[src/design/fifo_fair_reader_writer_lock_core_assert.svh]
// ----------------------------------------------------------------------------
// fifo_fair_reader_writer_lock_core_assert.svh
// Assertion macros for the reader-writer lock arbiter, clocked on clk with
// the asynchronous active-low reset as the disable condition.
// ----------------------------------------------------------------------------
`ifndef FIFO_FAIR_READER_WRITER_LOCK_CORE_ASSERT_SVH
`define FIFO_FAIR_READER_WRITER_LOCK_CORE_ASSERT_SVH

// Check that the consequent holds in the same cycle as the antecedent
`define FRL_ASSERT_NOW(label, ante, cons) \
    label: assert property (@(posedge clk) disable iff (!rst_n) (ante) |-> (cons)) \
        else $error("lock core check failed");

// Check that the consequent holds in the cycle after the antecedent
`define FRL_ASSERT_NEXT(label, ante, cons) \
    label: assert property (@(posedge clk) disable iff (!rst_n) (ante) |=> (cons)) \
        else $error("lock core check failed");

`endif

[src/design/frl_pkg.sv]
// ----------------------------------------------------------------------------
// frl_pkg
// Shared constants, codes and types of the FIFO-fair reader-writer lock.
// ----------------------------------------------------------------------------
package frl_pkg;

    // Sizing
    localparam int QUEUE_DEPTH = 16;
    localparam int MAX_READERS = 255;
    localparam int MAX_OUT     = 16;
    localparam int ID_W        = 8;

    localparam int QIDX_W = (QUEUE_DEPTH > 1) ? $clog2(QUEUE_DEPTH) : 1;
    localparam int QCNT_W = $clog2(QUEUE_DEPTH + 1);
    localparam int RCNT_W = $clog2(MAX_READERS + 1);
    localparam int DRN_W  = $clog2(MAX_OUT + 1);

    // Input operation codes
    typedef enum logic [1:0] {
        OP_LOCK           = 2'd0,
        OP_RELEASE_EXCL   = 2'd1,
        OP_RELEASE_SHARED = 2'd2
    } op_t;

    // Result kinds
    typedef enum logic [2:0] {
        KIND_GRANTED   = 3'd0,
        KIND_QUEUED    = 3'd1,
        KIND_RESUMED   = 3'd2,
        KIND_NONE      = 3'd3,
        KIND_REJECTED  = 3'd4,
        KIND_PROTO_ERR = 3'd5
    } kind_t;

    // One waiter in the queue
    typedef struct packed {
        logic            excl;
        logic [ID_W-1:0] id;
    } q_entry_t;

    // Queue commands from the sequencer
    typedef struct packed {
        logic push;
        logic pop;
    } q_ctrl_t;

    // Queue status back to the sequencer
    typedef struct packed {
        logic [QCNT_W-1:0] count;
        logic              empty;
        logic              full;
    } q_stat_t;

endpackage

[src/design/fifo_fair_reader_writer_lock_core.sv]
// Timing: a request that drains nothing registers its word in the decide state once the
// output is free; a draining release passes through a read and an evaluate state for each
// resumed waiter, because the head entry comes from a registered memory read. One item at
// a time: in_stall holds new requests off until the sequencer is back in idle.
// Reset: asynchronous active-low rst_n clears lock state, queue pointers and
// output valid; queue entries are never cleared and are used only once written.
// ----------------------------------------------------------------------------
// fifo_fair_reader_writer_lock_core
// Reader-writer lock arbiter with a FIFO wait queue, driven by a small
// sequencer that pops and checks one waiter at a time.
// ----------------------------------------------------------------------------
`include "fifo_fair_reader_writer_lock_core_assert.svh"

module fifo_fair_reader_writer_lock_core (
    input  logic                      clk,
    input  logic                      rst_n,
    input  logic                      in_valid,
    output logic                      in_stall,
    input  logic [1:0]                op,
    input  logic [frl_pkg::ID_W-1:0]  requester_id,
    input  logic                      want_exclusive,
    output logic                      out_valid,
    input  logic                      out_stall,
    output logic [2:0]                kind,
    output logic [frl_pkg::ID_W-1:0]  resumed_id,
    output logic                      resumed_exclusive,
    output logic                      last
);

    typedef enum logic [3:0] {
        S_IDLE   = 4'b0001,
        S_DECIDE = 4'b0010,
        S_READ   = 4'b0100,
        S_EVAL   = 4'b1000
    } state_t;

    localparam logic [frl_pkg::RCNT_W-1:0] RC_MAX = frl_pkg::RCNT_W'(frl_pkg::MAX_READERS);
    localparam logic [frl_pkg::DRN_W-1:0]  N_MAX  = frl_pkg::DRN_W'(frl_pkg::MAX_OUT);

    state_t                      state_reg, state_next;
    logic [1:0]                  op_reg, op_next;
    frl_pkg::q_entry_t           req_reg, req_next;
    logic                        wa_reg, wa_next;
    logic [frl_pkg::RCNT_W-1:0]  rc_reg, rc_next;
    logic [frl_pkg::DRN_W-1:0]   n_reg, n_next;
    logic                        pend_valid_reg, pend_valid_next;
    frl_pkg::q_entry_t           pend_reg, pend_next;
    logic                        out_valid_reg, out_valid_next;
    frl_pkg::kind_t              kind_reg;
    logic [frl_pkg::ID_W-1:0]    rid_reg;
    logic                        rexcl_reg;
    logic                        last_reg;

    frl_pkg::q_ctrl_t            q_ctrl;
    frl_pkg::q_entry_t           q_head;
    frl_pkg::q_stat_t            q_stat;

    logic                        out_free;
    logic                        emit;
    frl_pkg::kind_t              e_kind;
    logic [frl_pkg::ID_W-1:0]    e_id;
    logic                        e_excl;
    logic                        e_last;
    logic                        rc_at_max;
    logic                        grant_ok;
    logic                        eligible;
    logic                        cont;
    logic                        chk_depth_ok;
    logic                        chk_plain_word;
    logic                        chk_plain_ok;

    frl_queue u_queue (
        .clk        (clk),
        .rst_n      (rst_n),
        .ctrl       (q_ctrl),
        .push_entry (req_reg),
        .head_entry (q_head),
        .stat       (q_stat)
    );

    assign out_free  = !out_valid_reg || !out_stall;
    assign rc_at_max = (rc_reg >= RC_MAX);
    assign grant_ok  = !wa_reg && q_stat.empty && (!req_reg.excl || (rc_reg == '0));

    // Check of the head waiter against the lock state
    assign eligible = q_head.excl ? (rc_reg == '0) : !rc_at_max;
    assign cont     = !q_stat.empty && !wa_reg && (n_reg < N_MAX) && eligible;

    // Sequencer
    always_comb
    begin
        state_next      = state_reg;
        op_next         = op_reg;
        req_next        = req_reg;
        wa_next         = wa_reg;
        rc_next         = rc_reg;
        n_next          = n_reg;
        pend_valid_next = pend_valid_reg;
        pend_next       = pend_reg;
        q_ctrl          = '0;
        emit            = 1'b0;
        e_kind          = frl_pkg::KIND_NONE;
        e_id            = '0;
        e_excl          = 1'b0;
        e_last          = 1'b1;

        unique case (state_reg)
            S_IDLE:
            begin
                // Take the next input word
                if (in_valid)
                begin
                    op_next      = op;
                    req_next.id   = requester_id;
                    req_next.excl = want_exclusive;
                    state_next   = S_DECIDE;
                end
            end

            S_DECIDE:
            begin
                unique case (op_reg)
                    frl_pkg::OP_LOCK:
                    begin
                        if (out_free)
                        begin
                            emit       = 1'b1;
                            state_next = S_IDLE;
                            if (grant_ok)
                            begin
                                if (req_reg.excl)
                                begin
                                    wa_next = 1'b1;
                                    e_kind  = frl_pkg::KIND_GRANTED;
                                end
                                else if (rc_at_max)
                                begin
                                    e_kind = frl_pkg::KIND_REJECTED;
                                end
                                else
                                begin
                                    rc_next = rc_reg + 1'b1;
                                    e_kind  = frl_pkg::KIND_GRANTED;
                                end
                            end
                            else if (q_stat.full)
                            begin
                                e_kind = frl_pkg::KIND_REJECTED;
                            end
                            else
                            begin
                                q_ctrl.push = 1'b1;
                                e_kind      = frl_pkg::KIND_QUEUED;
                            end
                        end
                    end

                    frl_pkg::OP_RELEASE_EXCL:
                    begin
                        if (!wa_reg)
                        begin
                            if (out_free)
                            begin
                                emit       = 1'b1;
                                e_kind     = frl_pkg::KIND_PROTO_ERR;
                                state_next = S_IDLE;
                            end
                        end
                        else
                        begin
                            // Drop the writer and start draining
                            wa_next         = 1'b0;
                            n_next          = '0;
                            pend_valid_next = 1'b0;
                            state_next      = S_READ;
                        end
                    end

                    frl_pkg::OP_RELEASE_SHARED:
                    begin
                        if (wa_reg || (rc_reg == '0))
                        begin
                            if (out_free)
                            begin
                                emit       = 1'b1;
                                e_kind     = frl_pkg::KIND_PROTO_ERR;
                                state_next = S_IDLE;
                            end
                        end
                        else if (rc_reg != frl_pkg::RCNT_W'(1))
                        begin
                            if (out_free)
                            begin
                                rc_next    = rc_reg - 1'b1;
                                emit       = 1'b1;
                                e_kind     = frl_pkg::KIND_NONE;
                                state_next = S_IDLE;
                            end
                        end
                        else
                        begin
                            // Last shared hold gone: drain
                            rc_next         = '0;
                            n_next          = '0;
                            pend_valid_next = 1'b0;
                            state_next      = S_READ;
                        end
                    end

                    default:
                    begin
                        if (out_free)
                        begin
                            emit       = 1'b1;
                            e_kind     = frl_pkg::KIND_PROTO_ERR;
                            state_next = S_IDLE;
                        end
                    end
                endcase
            end

            S_READ:
            begin
                // Wait for the registered head read
                state_next = S_EVAL;
            end

            S_EVAL:
            begin
                if (cont)
                begin
                    // Pop the head; send the previous waiter as not last
                    if (!pend_valid_reg || out_free)
                    begin
                        if (pend_valid_reg)
                        begin
                            emit   = 1'b1;
                            e_kind = frl_pkg::KIND_RESUMED;
                            e_id   = pend_reg.id;
                            e_excl = pend_reg.excl;
                            e_last = 1'b0;
                        end
                        q_ctrl.pop      = 1'b1;
                        pend_next       = q_head;
                        pend_valid_next = 1'b1;
                        n_next          = n_reg + 1'b1;
                        if (q_head.excl)
                        begin
                            wa_next = 1'b1;
                        end
                        else
                        begin
                            rc_next = rc_reg + 1'b1;
                        end
                        state_next = S_READ;
                    end
                end
                else if (out_free)
                begin
                    // Drain done: close with the held waiter or a none word
                    emit       = 1'b1;
                    state_next = S_IDLE;
                    if (pend_valid_reg)
                    begin
                        e_kind = frl_pkg::KIND_RESUMED;
                        e_id   = pend_reg.id;
                        e_excl = pend_reg.excl;
                    end
                    else
                    begin
                        e_kind = frl_pkg::KIND_NONE;
                    end
                end
            end

            default:
            begin
                state_next = S_IDLE;
            end
        endcase
    end

    // Output register valid
    always_comb
    begin
        out_valid_next = out_valid_reg;
        if (emit)
        begin
            out_valid_next = 1'b1;
        end
        else if (!out_stall)
        begin
            out_valid_next = 1'b0;
        end
    end

    always_ff @(posedge clk or negedge rst_n)
    begin
        if (!rst_n)
        begin
            state_reg      <= S_IDLE;
            wa_reg         <= 1'b0;
            rc_reg         <= '0;
            n_reg          <= '0;
            pend_valid_reg <= 1'b0;
            out_valid_reg  <= 1'b0;
        end
        else
        begin
            state_reg      <= state_next;
            wa_reg         <= wa_next;
            rc_reg         <= rc_next;
            n_reg          <= n_next;
            pend_valid_reg <= pend_valid_next;
            out_valid_reg  <= out_valid_next;
        end
    end

    // Payload registers
    always_ff @(posedge clk)
    begin
        op_reg   <= op_next;
        req_reg  <= req_next;
        pend_reg <= pend_next;
        if (emit)
        begin
            kind_reg  <= e_kind;
            rid_reg   <= e_id;
            rexcl_reg <= e_excl;
            last_reg  <= e_last;
        end
    end

    assign in_stall          = (state_reg != S_IDLE);
    assign out_valid         = out_valid_reg;
    assign kind              = kind_reg;
    assign resumed_id        = rid_reg;
    assign resumed_exclusive = rexcl_reg;
    assign last              = last_reg;

    // Checks
    assign chk_depth_ok   = (q_stat.count <= frl_pkg::QCNT_W'(frl_pkg::QUEUE_DEPTH));
    assign chk_plain_word = out_valid_reg && (kind_reg != frl_pkg::KIND_RESUMED);
    assign chk_plain_ok   = (rid_reg == '0) && !rexcl_reg && last_reg;

    `FRL_ASSERT_NOW(a_no_writer_with_readers, wa_reg, rc_reg == '0)
    `FRL_ASSERT_NOW(a_queue_in_range, 1'b1, chk_depth_ok)
    `FRL_ASSERT_NOW(a_id_only_on_resume, chk_plain_word, chk_plain_ok)
    `FRL_ASSERT_NEXT(a_accept_decides, in_valid && !in_stall, state_reg == S_DECIDE)

endmodule

[src/design/frl_queue.sv]
// ----------------------------------------------------------------------------
// frl_queue
// Circular wait queue: one write port at the tail, registered read of the
// head entry, pointer and fill-count tracking.
// ----------------------------------------------------------------------------
module frl_queue (
    input  logic               clk,
    input  logic               rst_n,
    input  frl_pkg::q_ctrl_t   ctrl,
    input  frl_pkg::q_entry_t  push_entry,
    output frl_pkg::q_entry_t  head_entry,
    output frl_pkg::q_stat_t   stat
);

    frl_pkg::q_entry_t mem [frl_pkg::QUEUE_DEPTH];

    logic [frl_pkg::QIDX_W-1:0] head_reg, head_next;
    logic [frl_pkg::QIDX_W-1:0] tail_reg, tail_next;
    logic [frl_pkg::QCNT_W-1:0] count_reg, count_next;
    frl_pkg::q_entry_t          head_data_reg;

    localparam logic [frl_pkg::QIDX_W-1:0] LAST_IDX =
        frl_pkg::QIDX_W'(frl_pkg::QUEUE_DEPTH - 1);

    // Write at the tail, read the head every cycle
    always_ff @(posedge clk)
    begin
        if (ctrl.push)
        begin
            mem[tail_reg] <= push_entry;
        end
        head_data_reg <= mem[head_reg];
    end

    // Advance pointers with wrap, track fill count
    always_comb
    begin
        head_next  = head_reg;
        tail_next  = tail_reg;
        count_next = count_reg;
        if (ctrl.push)
        begin
            tail_next = (tail_reg == LAST_IDX) ? '0 : tail_reg + 1'b1;
        end
        if (ctrl.pop)
        begin
            head_next = (head_reg == LAST_IDX) ? '0 : head_reg + 1'b1;
        end
        if (ctrl.push && !ctrl.pop)
        begin
            count_next = count_reg + 1'b1;
        end
        else if (ctrl.pop && !ctrl.push)
        begin
            count_next = count_reg - 1'b1;
        end
    end

    always_ff @(posedge clk or negedge rst_n)
    begin
        if (!rst_n)
        begin
            head_reg  <= '0;
            tail_reg  <= '0;
            count_reg <= '0;
        end
        else
        begin
            head_reg  <= head_next;
            tail_reg  <= tail_next;
            count_reg <= count_next;
        end
    end

    assign head_entry  = head_data_reg;
    assign stat.count  = count_reg;
    assign stat.empty  = (count_reg == '0);
    assign stat.full   = (count_reg == frl_pkg::QCNT_W'(frl_pkg::QUEUE_DEPTH));

endmodule

[config.mk]
export PLATFORM = sky130hd
export DESIGN_NAME = fifo_fair_reader_writer_lock_core
export DESIGN_NICKNAME = d
export VERILOG_FILES = /design/src/design/frl_pkg.sv /design/src/design/fifo_fair_reader_writer_lock_core.sv /design/src/design/frl_queue.sv
export VERILOG_INCLUDE_DIRS = /design/src /design/src/design
export SDC_FILE = /design/constraint.sdc
export NUM_CORES = 1
export LEC_CHECK = 0
export BUFFER_PORTS_ARGS = -buffer_cell sky130_fd_sc_hd__buf_4
export CORE_MARGIN = 2
export CORE_UTILIZATION = 56
export CTS_BUF_LIST = sky130_fd_sc_hd__clkbuf_8 sky130_fd_sc_hd__clkbuf_16
export DETAILED_ROUTE_END_ITERATION = 12
export PLACE_DENSITY = 0.82
export SLEW_MARGIN = 25
export SYNTH_ARGS = -nofsm -noshare
export SYNTH_HDL_FRONTEND = slang
export SYNTH_SLANG_ARGS = --single-unit
[constraint.sdc]
create_clock -name clk -period 3.7 [get_ports clk]
set_input_delay 0.74 -clock clk [delete_from_list [all_inputs] [get_ports clk]]
set_output_delay 0.74 -clock clk [all_outputs]
set_load 0.01 [all_outputs]
# [Word level (Yosys, flattened, before mapping)]
# Memories as Yosys holds them, arrays and structs flattened. A register that Yosys moved wholly into a read port is not among the register bits.
# Index checks and enable logic that the tools add are counted.
[word_totals] ff_bits=66 mem_bits_rw=144 wordCells=181 in_bits=15 output_inout_bits=15 memories=1
[classes] reduce_logical=31 addsub=7 muxes=92 magnitude_cmp=2 n_eq_ne=30
[memory_table] memory="u_queue.mem" words=16 width=9 read_ports=1 rd_clocked_by_memory_dff=1 wr=1 line_no="frl_queue.sv:15" rtl="frl_pkg::q_entry_t mem [frl_pkg::QUEUE_DEPTH];"
[ops] op="$mux 8" n=14
[ops] op="$mux 1" n=38
[ops] op="$mux 4" n=9
[ops] op="$mux 5" n=7
[ops] op="$pmux 8 s2" n=2
[ops] op="$mux 3" n=10
[ops] op="$ne 3x3->1 const B" n=9
[ops] op="$pmux 5 s2" n=2
[ops] op="$pmux 4 s4" n=1
[ops] op="$eq 4x4->1 const B" n=3
[ops] op="$pmux 1 s2" n=6
[ops] op="$reduce_and 11->1" n=1
[ops] op="$add 5x1->5 const B" n=2
[ops] op="$logic_not 1->1" n=9
[ops] op="$ne 3x1->1 const B" n=3
[ops] op="$pmux 3 s3" n=1
[ops] op="$add 4x1->4 const B" n=2
[ops] op="$add 8x1->8 const B" n=1
[ops] op="$ge 8x8->1 const B" n=1
[ops] op="$logic_not 8->1" n=1
[ops] op="$ne 2x2->1 const B" n=4
[ops] op="$ne 8x1->1 const B" n=1
[ops] op="$pmux 4 s2" n=1
[ops] op="$reduce_and 8->1" n=1
[ops] op="21 further kinds" n=33

# [Longest topological paths before layout]
# Gate-level depths: netlist of the first run.
[logic_depth] depth_word=11 ltp_mapped=15 depth_no_buf=14

# [Hierarchy]
# A second synthesis of the first run with hierarchy kept.
[hier_totals] hier_cells=599 area_unflattened_um2=9320.2
[modules_own_cells] module="frl_queue" instances=1 seq_area_each_um2=4829.6 cells_per_inst=347 area_each_um2=6580.1
[modules_own_cells] module="fifo_fair_reader_writer_lock_core" instances=1 seq_area_each_um2=1492.7 cells_per_inst=252 area_each_um2=2740.1

# [Least setup slack after synthesis of the first run]
# Ideal clock, no wire load.
[synth_timing] kind="register to register" startpoint="register rc_reg[1] in the netlist's numbering" endpoint="register u_queue.count_reg[4] in the netlist's numbering" setup_time_ns=0.125 arrival_ns=3.652 period_less_slack_ns=3.778 setup_slack_ns=-0.078 path_buffers=1 required_time_ns=3.575 path_stages_with_launch=16 cell_sequence="dfrtp_1 -> inv_1 -> ha_1 -> buf_2 -> or3b_2 -> o21a_4 -> nor4b_4 -> inv_2 -> ha_1 -> inv_1 -> ha_1 -> a21o_1 -> a21oi_1 -> xnor2_1 -> nor2_1 -> xor2_1"
[synth_between] elab_chain_len=10 elab_cells_between_ends=19 cone_classes="1 x order compare; 8 x mux; 10 x reduce/logical"
[synth_rtl] item="start: declaration" line_no="fifo_fair_reader_writer_lock_core.sv:44" rtl="logic [frl_pkg::RCNT_W-1:0] rc_reg, rc_next;"
[synth_rtl] item="start signal: assignment" line_no="fifo_fair_reader_writer_lock_core.sv:312" rtl="rc_reg <= rc_next;"
[synth_rtl] item="branches (longest 10 deep; another with $ge 8x8->1)"
[synth_rtl] item="end signal: assignment" line_no="frl_queue.sv:71" rtl="count_reg <= count_next;"
[synth_rtl] item="end: declaration" line_no="frl_queue.sv:19" rtl="logic [frl_pkg::QCNT_W-1:0] count_reg, count_next;"
# Parallel ways; which one is timed is not known.
# A chain may end at the register's enable or synchronous reset.

==> results of run 1 <==
==> metal layers <==
metal	global-route usage (%)	up-vias
li1	-	2517
met1	29.6	2752
met2	38.2	262
met3	3.65	56
met4	8.33	0
met5	0	-
==> power groups by stage <==
stage / sequential, mW / combinational (mW) / clock [mW]
after floorplan: 3.10 / 0.724 / 0
after global placement: 3.20 / 0.888 / 0
after detailed placement: 3.23 / 0.933 / 0
after CTS: 3.18 / 0.948 / 2.36
after global routing: 3.22 / 1.06 / 2.45
final: 3.19 / 0.964 / 2.32
==> worst max path at each step <==
stage	start	end	slack, ns	depth (start not counted)
after floorplan	rc_reg[0]	u_queue.count_reg[4]	0.005	15
final	rc_reg[0]	u_queue.count_reg[4]	0.25	14
after CTS	rc_reg[0]	u_queue.count_reg[4]	0.29	14
after detailed placement	rc_reg[0]	u_queue.count_reg[4]	0.33	14
after global routing	rc_reg[0]	u_queue.count_reg[4]	0.06	14
after global placement	rc_reg[0]	u_queue.count_reg[4]	0.46	14
==> cell type report <==
cell class | count | area, um2
Fill cell | 1185 | 5790
Clock buffer | 25 | 603
Tap cell | 220 | 275
Inverter | 19 | 71.3
Multi-Input combinational cell | 363 | 2860
Timing Repair Buffer | 47 | 365
Sequential cell | 219 | 6320
Clock inverter | 15 | 175
==> critical path: cells and delay by family (launching register included) <==
family | cells | cell delay [ns]
compound gates | 4 | 0.99
xor+xnor | 2 | 0.28
fa+ha+maj | 3 | 0.64
buf+inv | 2 | 0.27
flops | 1 | 0.46
simple gates | 3 | 0.69
==> cells in the mapped netlist (all sizes together) (3+ instances only) <==
master	n
o31ai	8
buf	14
a311oi	3
a21oi	21
nor4b	5
mux2	8
o21a	4
ha	18
nand4	4
nor2	25
nor4	9
xnor2	6
inv	19
nor2b	3
o22ai	3
xor2	5
mux4	18
mux2i	29
and2	26
clkbuf	14
nand3	15
edfxtp	177
a22oi	12
nor3	3
a221oi	9
a21o	3
dfrtp	32
dfxtp	9
o21ai	45
nand2	45
==> cells by family (layout without fill, tap and decap cells) <==
family / after synthesis / after routing / share of synthesized area [%]
muxes: 55 / 55 / 8.38
adders and majority gates: 19 / 19 / 2.62
DFF: 219 / 219 / 67.5
AOI/OAI and AO/OA: 130 / 130 / 9.64
buffers and inverters: 47 / 106 / 2.20
xor gates and xnor gates: 11 / 11 / 1.03
and+or+nand+nor: 148 / 148 / 8.68
==> impl_metrics.tcl, run 1 <==
set metrics [dict create \
    netlist_area_um2 9370 \
    largest_register_ffs 144 \
    critPathMaxStageDelay_ns 0.49 \
    firstDrtPassIters 5 \
    mostFrequentLayoutCell "edfxtp_1" \
    status "complete, no violations" \
    hold_viol 0 \
    post_cts_buffers 0 \
    cts-hold-fix-buffers 0 \
    root_buffer "clkbuf_16" \
    dieHeight_um 133 \
    yosysWarnings 0 \
    grt_pass1_vias 5721 \
    min_path_type "in2async" \
    wl_met3_um 1290 \
    viasPerCell 6.15 \
    grt_pass1_wl_um 31000 \
    core_um2 16500 \
    swShare_pct 26.8 \
    finalSetupViolations 0 \
    critPathKind "reg2reg" \
    slew_violations 0 \
    area_growth_pct 13.9 \
    die-area_um2 17800 \
    finalClockSkew_ns 0.0205 \
    cap_violations 0 \
    routedWlPerCell_um 21.4 \
    initial_utilization_pct 56.9 \
    crit_required_ns 4.08 \
    tns_ns 0 \
    fin_ws_ns 0.252 \
    ys_ff_latch 219 \
    max_slew_margin_pct 40.9 \
    power_density_nw_per_um2 606 \
    numCtsBuffers 22 \
    fin_nets 706 \
    dpl_cell_area_um2 9890 \
    cts_tree "done" \
    ir_worst_vdd_uv 599 \
    layout_common_cells "177 x edfxtp_1, 46 x buf_4, 45 x nand2_1" \
    totalWireLength_um 19400 \
    finalHoldWorstSlack_ns 0.182 \
    post_cts_resized 0 \
    crit_path_start_kind "flip-flop" \
    antenna_found_initial 0 \
    clock_power_share_pct 35.8 \
    cp_slowest_cell "or3b_2" \
    insertion_delay_ns 0.51 \
    cts_max_level 1 \
    wl_met1_um 7720 \
    dp_cells 868 \
    netlist-cell-type-count 73 \
    drc_errors 0 \
    seq_area_frac_synth_pct 67.5 \
    dp_slack_ns 0.335 \
    rsz0062_at_grt "false" \
    port_buffers 29 \
    fin_crit_ns 3.45 \
    io_pins 30 \
    drive_gt1_share_pct 18.3 \
    clk_pin_slew_ns 0.06 \
    stdcell_count 908 \
    timing.rr.start "rc_reg[0]" \
    p_leak_nw 3.94 \
    intPower_mw 4.73 \
    async_flop_share_pct 15.1 \
    grt_max_degree 34 \
    clock_path_buffers 3 \
    worstPathArrival_ns 3.83 \
    overflow 0 \
    syn_avg_cell_area_um2 14.9 \
    synth_ff_type "edfxtp_1" \
    netlist.area_leader.share_pct 56.7 \
    worst_r2r_endpoint "u_queue.count_reg[4]" \
    synth_edf_count 177 \
    rows 47 \
    largest_register "u_queue.mem" \
    place_congestion 0.924 \
    p_seq_share_pct 49.3 \
    ant_nets 0 \
    die-width_um 133 \
    path_cells "inv_1 -> ha_1 -> or3b_2 -> o21ai_0 -> a221o_1 -> nor2_2 -> ha_4 -> inv_1 -> ha_1 -> a21o_1 -> a21oi_1 -> xnor2_1 -> nor2_1 -> xor2_1" \
    endpoint_kind "flip-flop" \
    reg2reg_depth 14 \
    min_period_over_period_pct 93.2 \
    power.total_mw 6.47 \
    vias 5587 \
    utilization_pct 64.8 \
    synth.net_count 663 \
    routed.top_layer "met4" \
    hpwl_um 12900 \
    diodes 0 \
    power_frac_comb_pct 14.9 \
    netlist_instances 629 \
    synth_top_area_cell "edfxtp_1" \
    p_switching_mw 1.74 \
    worstMarginPinSlew_ns 0.885 \
    groute.usage.overall_pct 22.5 \
    max_freq_mhz 290 \
    cts_sinks 219 \
    drt_iter0_markers 428 \
    r2r_slack_ns 0.25 \
    critPathMaxFanout 9 \
    fin_area_um2 10700 \
    routed-wl-met2_um 9670 \
    synth_area_leaders "edfxtp_1 57%, dfrtp_1 8.5%, mux4_2 4.3%, mux2i_1 3.1%, ha_1 2.4%" \
]
Note: power is estimated with default switching activity, not from simulation.
==> run 2, diff against run 1 <==
- CORE_ASPECT_RATIO: default -> 1.75
- SETUP_SLACK_MARGIN: default -> 0.2
==> run 2 against run 1 <==
- global-route usage up 0.97 points
- largest cell class unchanged
- total power is 7.1% lower
- non-clock buffer count shrank 3
==> impl_metrics.tcl, run 2 (synthesized netlist as in run 1, its figures left out) <==
set metrics [dict create \
    status "complete, no violations" \
    crit_path_start_kind "flip-flop" \
    post_cts_resized 0 \
    critPathMaxFanout 9 \
    area_growth_pct 11.9 \
    firstDrtPassIters 5 \
    ant_nets 0 \
    die-area_um2 17800 \
    cp_num_buf_inv 3 \
    cts-hold-fix-buffers 0 \
    fin_area_um2 10500 \
    dp_cells 869 \
    clock_path_buffers 3 \
    endpoint_kind "flip-flop" \
    max_slew_margin_pct 37.0 \
    cts_sinks 219 \
    timing.rr.start "rc_reg[1]" \
    initial_utilization_pct 57.3 \
    largest_register "u_queue.mem" \
    p_leak_nw 3.85 \
    die-width_um 102 \
    min_period_over_period_pct 87.5 \
    fin_crit_ns 3.24 \
    hold_viol 0 \
    critPathMaxStageDelay_ns 0.42 \
    layout_common_cells "177 x edfxtp_1, 45 x nand2_1, 43 x o21ai_0, 43 x buf_4" \
    rows 62 \
    drc_errors 0 \
    timing.critical_path.max_delay_family "simple AND/OR/NAND/NOR gates" \
    path_cells "inv_2 -> ha_2 -> or3b_4 -> o21a_4 -> nor4b_4 -> inv_2 -> ha_4 -> inv_2 -> ha_1 -> a21o_1 -> a21oi_1 -> xnor2_1 -> nor2_1 -> xor2_1" \
    largest_register_ffs 144 \
    clk_pin_slew_ns 0.07 \
    io_pins 30 \
    stdcell_count 904 \
    crit_required_ns 4.08 \
    dpl_cell_area_um2 9880 \
    critPathKind "reg2reg" \
    groute.usage.overall_pct 23.5 \
    post_cts_buffers 0 \
    antenna_found_initial 0 \
    drive_gt1_share_pct 17.9 \
    cp_common_cell "inv_2" \
    regArea_um2 6330 \
    slew_violations 0 \
    rsz0062_at_grt "false" \
    hpwl_um 13900 \
    cp_slowest_cell "dfrtp_1" \
    vias 5542 \
    viasPerCell 6.13 \
    grt_pass1_wl_um 31800 \
    worst_r2r_endpoint "u_queue.count_reg[4]" \
    port_buffers 29 \
    numCtsBuffers 20 \
    overflow 0 \
    power_density_nw_per_um2 573 \
    mostFrequentLayoutCell "edfxtp_1" \
    dieHeight_um 175 \
    routedWlPerCell_um 22.1 \
    core_um2 16400 \
    fin_nets 701 \
    insertion_delay_ns 0.50 \
    drt_iter0_markers 395 \
    finalSetupViolations 0 \
    finalClockSkew_ns 0.0128 \
    worstMarginPinSlew_ns 0.942 \
    root_buffer "clkbuf_16" \
    tns_ns 0 \
    worstPathArrival_ns 3.62 \
    cts_max_level 1 \
    filler_cell_count 1177 \
    cap_violations 0 \
    diodes 0 \
    place_congestion 0.927 \
    r2r_slack_ns 0.46 \
    cts_tree "done" \
    grt_pass1_vias 5833 \
    reg2reg_depth 14 \
    totalWireLength_um 20000 \
    max_freq_mhz 309 \
    utilization_pct 64.1 \
    grt_max_degree 60 \
    min_path_type "in2async" \
    ir_worst_vdd_uv 411 \
    multiInputGateArea_um2 2870 \
]
==> run 2: cell count changes in the layout (fill, tap and decap cells not counted), sizes merged <==
| cell | delta |
|---|---|
| bufinv | -4 |
| clkbuf | -3 |
| buf | -3 |
| inv | +4 |
| clkinv | -2 |
==> run 2: report_power, final <==
| group | leakage, nW | switching (mW) | internal [mW] |
|---|---|---|---|
| Combinational | 1.43 | 0.558 | 0.384 |
| Sequential | 2.10 | 0.283 | 2.90 |
| Clock | 0.324 | 0.851 | 1.03 |
| Total | 3.85 | 1.69 | 4.32 |
==> run 2: worst max-delay path by stage <==
stage / from / to / slack, ns / depth (start not counted)
after floorplan: rc_reg[0] / u_queue.count_reg[4] / 0.20 / 15
after global placement: rc_reg[1] / u_queue.count_reg[4] / 0.46 / 14
after detailed placement: rc_reg[0] / u_queue.count_reg[4] / 0.40 / 14
after CTS: rc_reg[0] / u_queue.count_reg[4] / 0.35 / 14
after global routing: rc_reg[1] / u_queue.count_reg[4] / 0.24 / 14
final: rc_reg[1] / u_queue.count_reg[4] / 0.46 / 14
==> run 2: per-layer routing <==
metal	GRT usage, %	share of wire [%]	vias up
li1	-	-	2504
met1	25.9	35	2759
met2	42.9	55	221
met3	2.92	4.9	58
met4	12.0	5.3	0
met5	0	0	-
==> run 2: layout make-up <==
type,count,share of cell area (%)
clock buffer,22,5.03
clock inverter,13,0.692
tap,224,2.67
multi-input combinational,363,27.3
inverter,19,0.680
sequential,219,60.3
timing repair buffer,44,3.27
==> run 2: stage by stage <==
| stage | total power [mW] | hold slack (ns) | setup slack, ns |
|---|---|---|---|
| 6_report | 6.01 | 0.189 | 0.462 |
| 3_5_place_dp | 4.16 | 0.393 | 0.403 |
| 5_1_grt | 6.27 | 0.214 | 0.242 |
| 4_1_cts | 6.03 | 0.200 | 0.354 |
| 2_1_floorplan | 3.84 | 0.386 | 0.202 |
| 3_3_place_gp | 4.11 | 0.390 | 0.464 |
==> run 2: worst register-to-register path, cell delays in order, from the launching register on <==
cell	delay, ns
dfrtp_1	0.42
inv_2	0.13
ha_2	0.29
or3b_4	0.42
o21a_4	0.23
nor4b_4	0.28
inv_2	0.13
ha_4	0.20
inv_2	0.08
ha_1	0.24
a21o_1	0.18
a21oi_1	0.17
xnor2_1	0.13
nor2_1	0.07
xor2_1	0.14
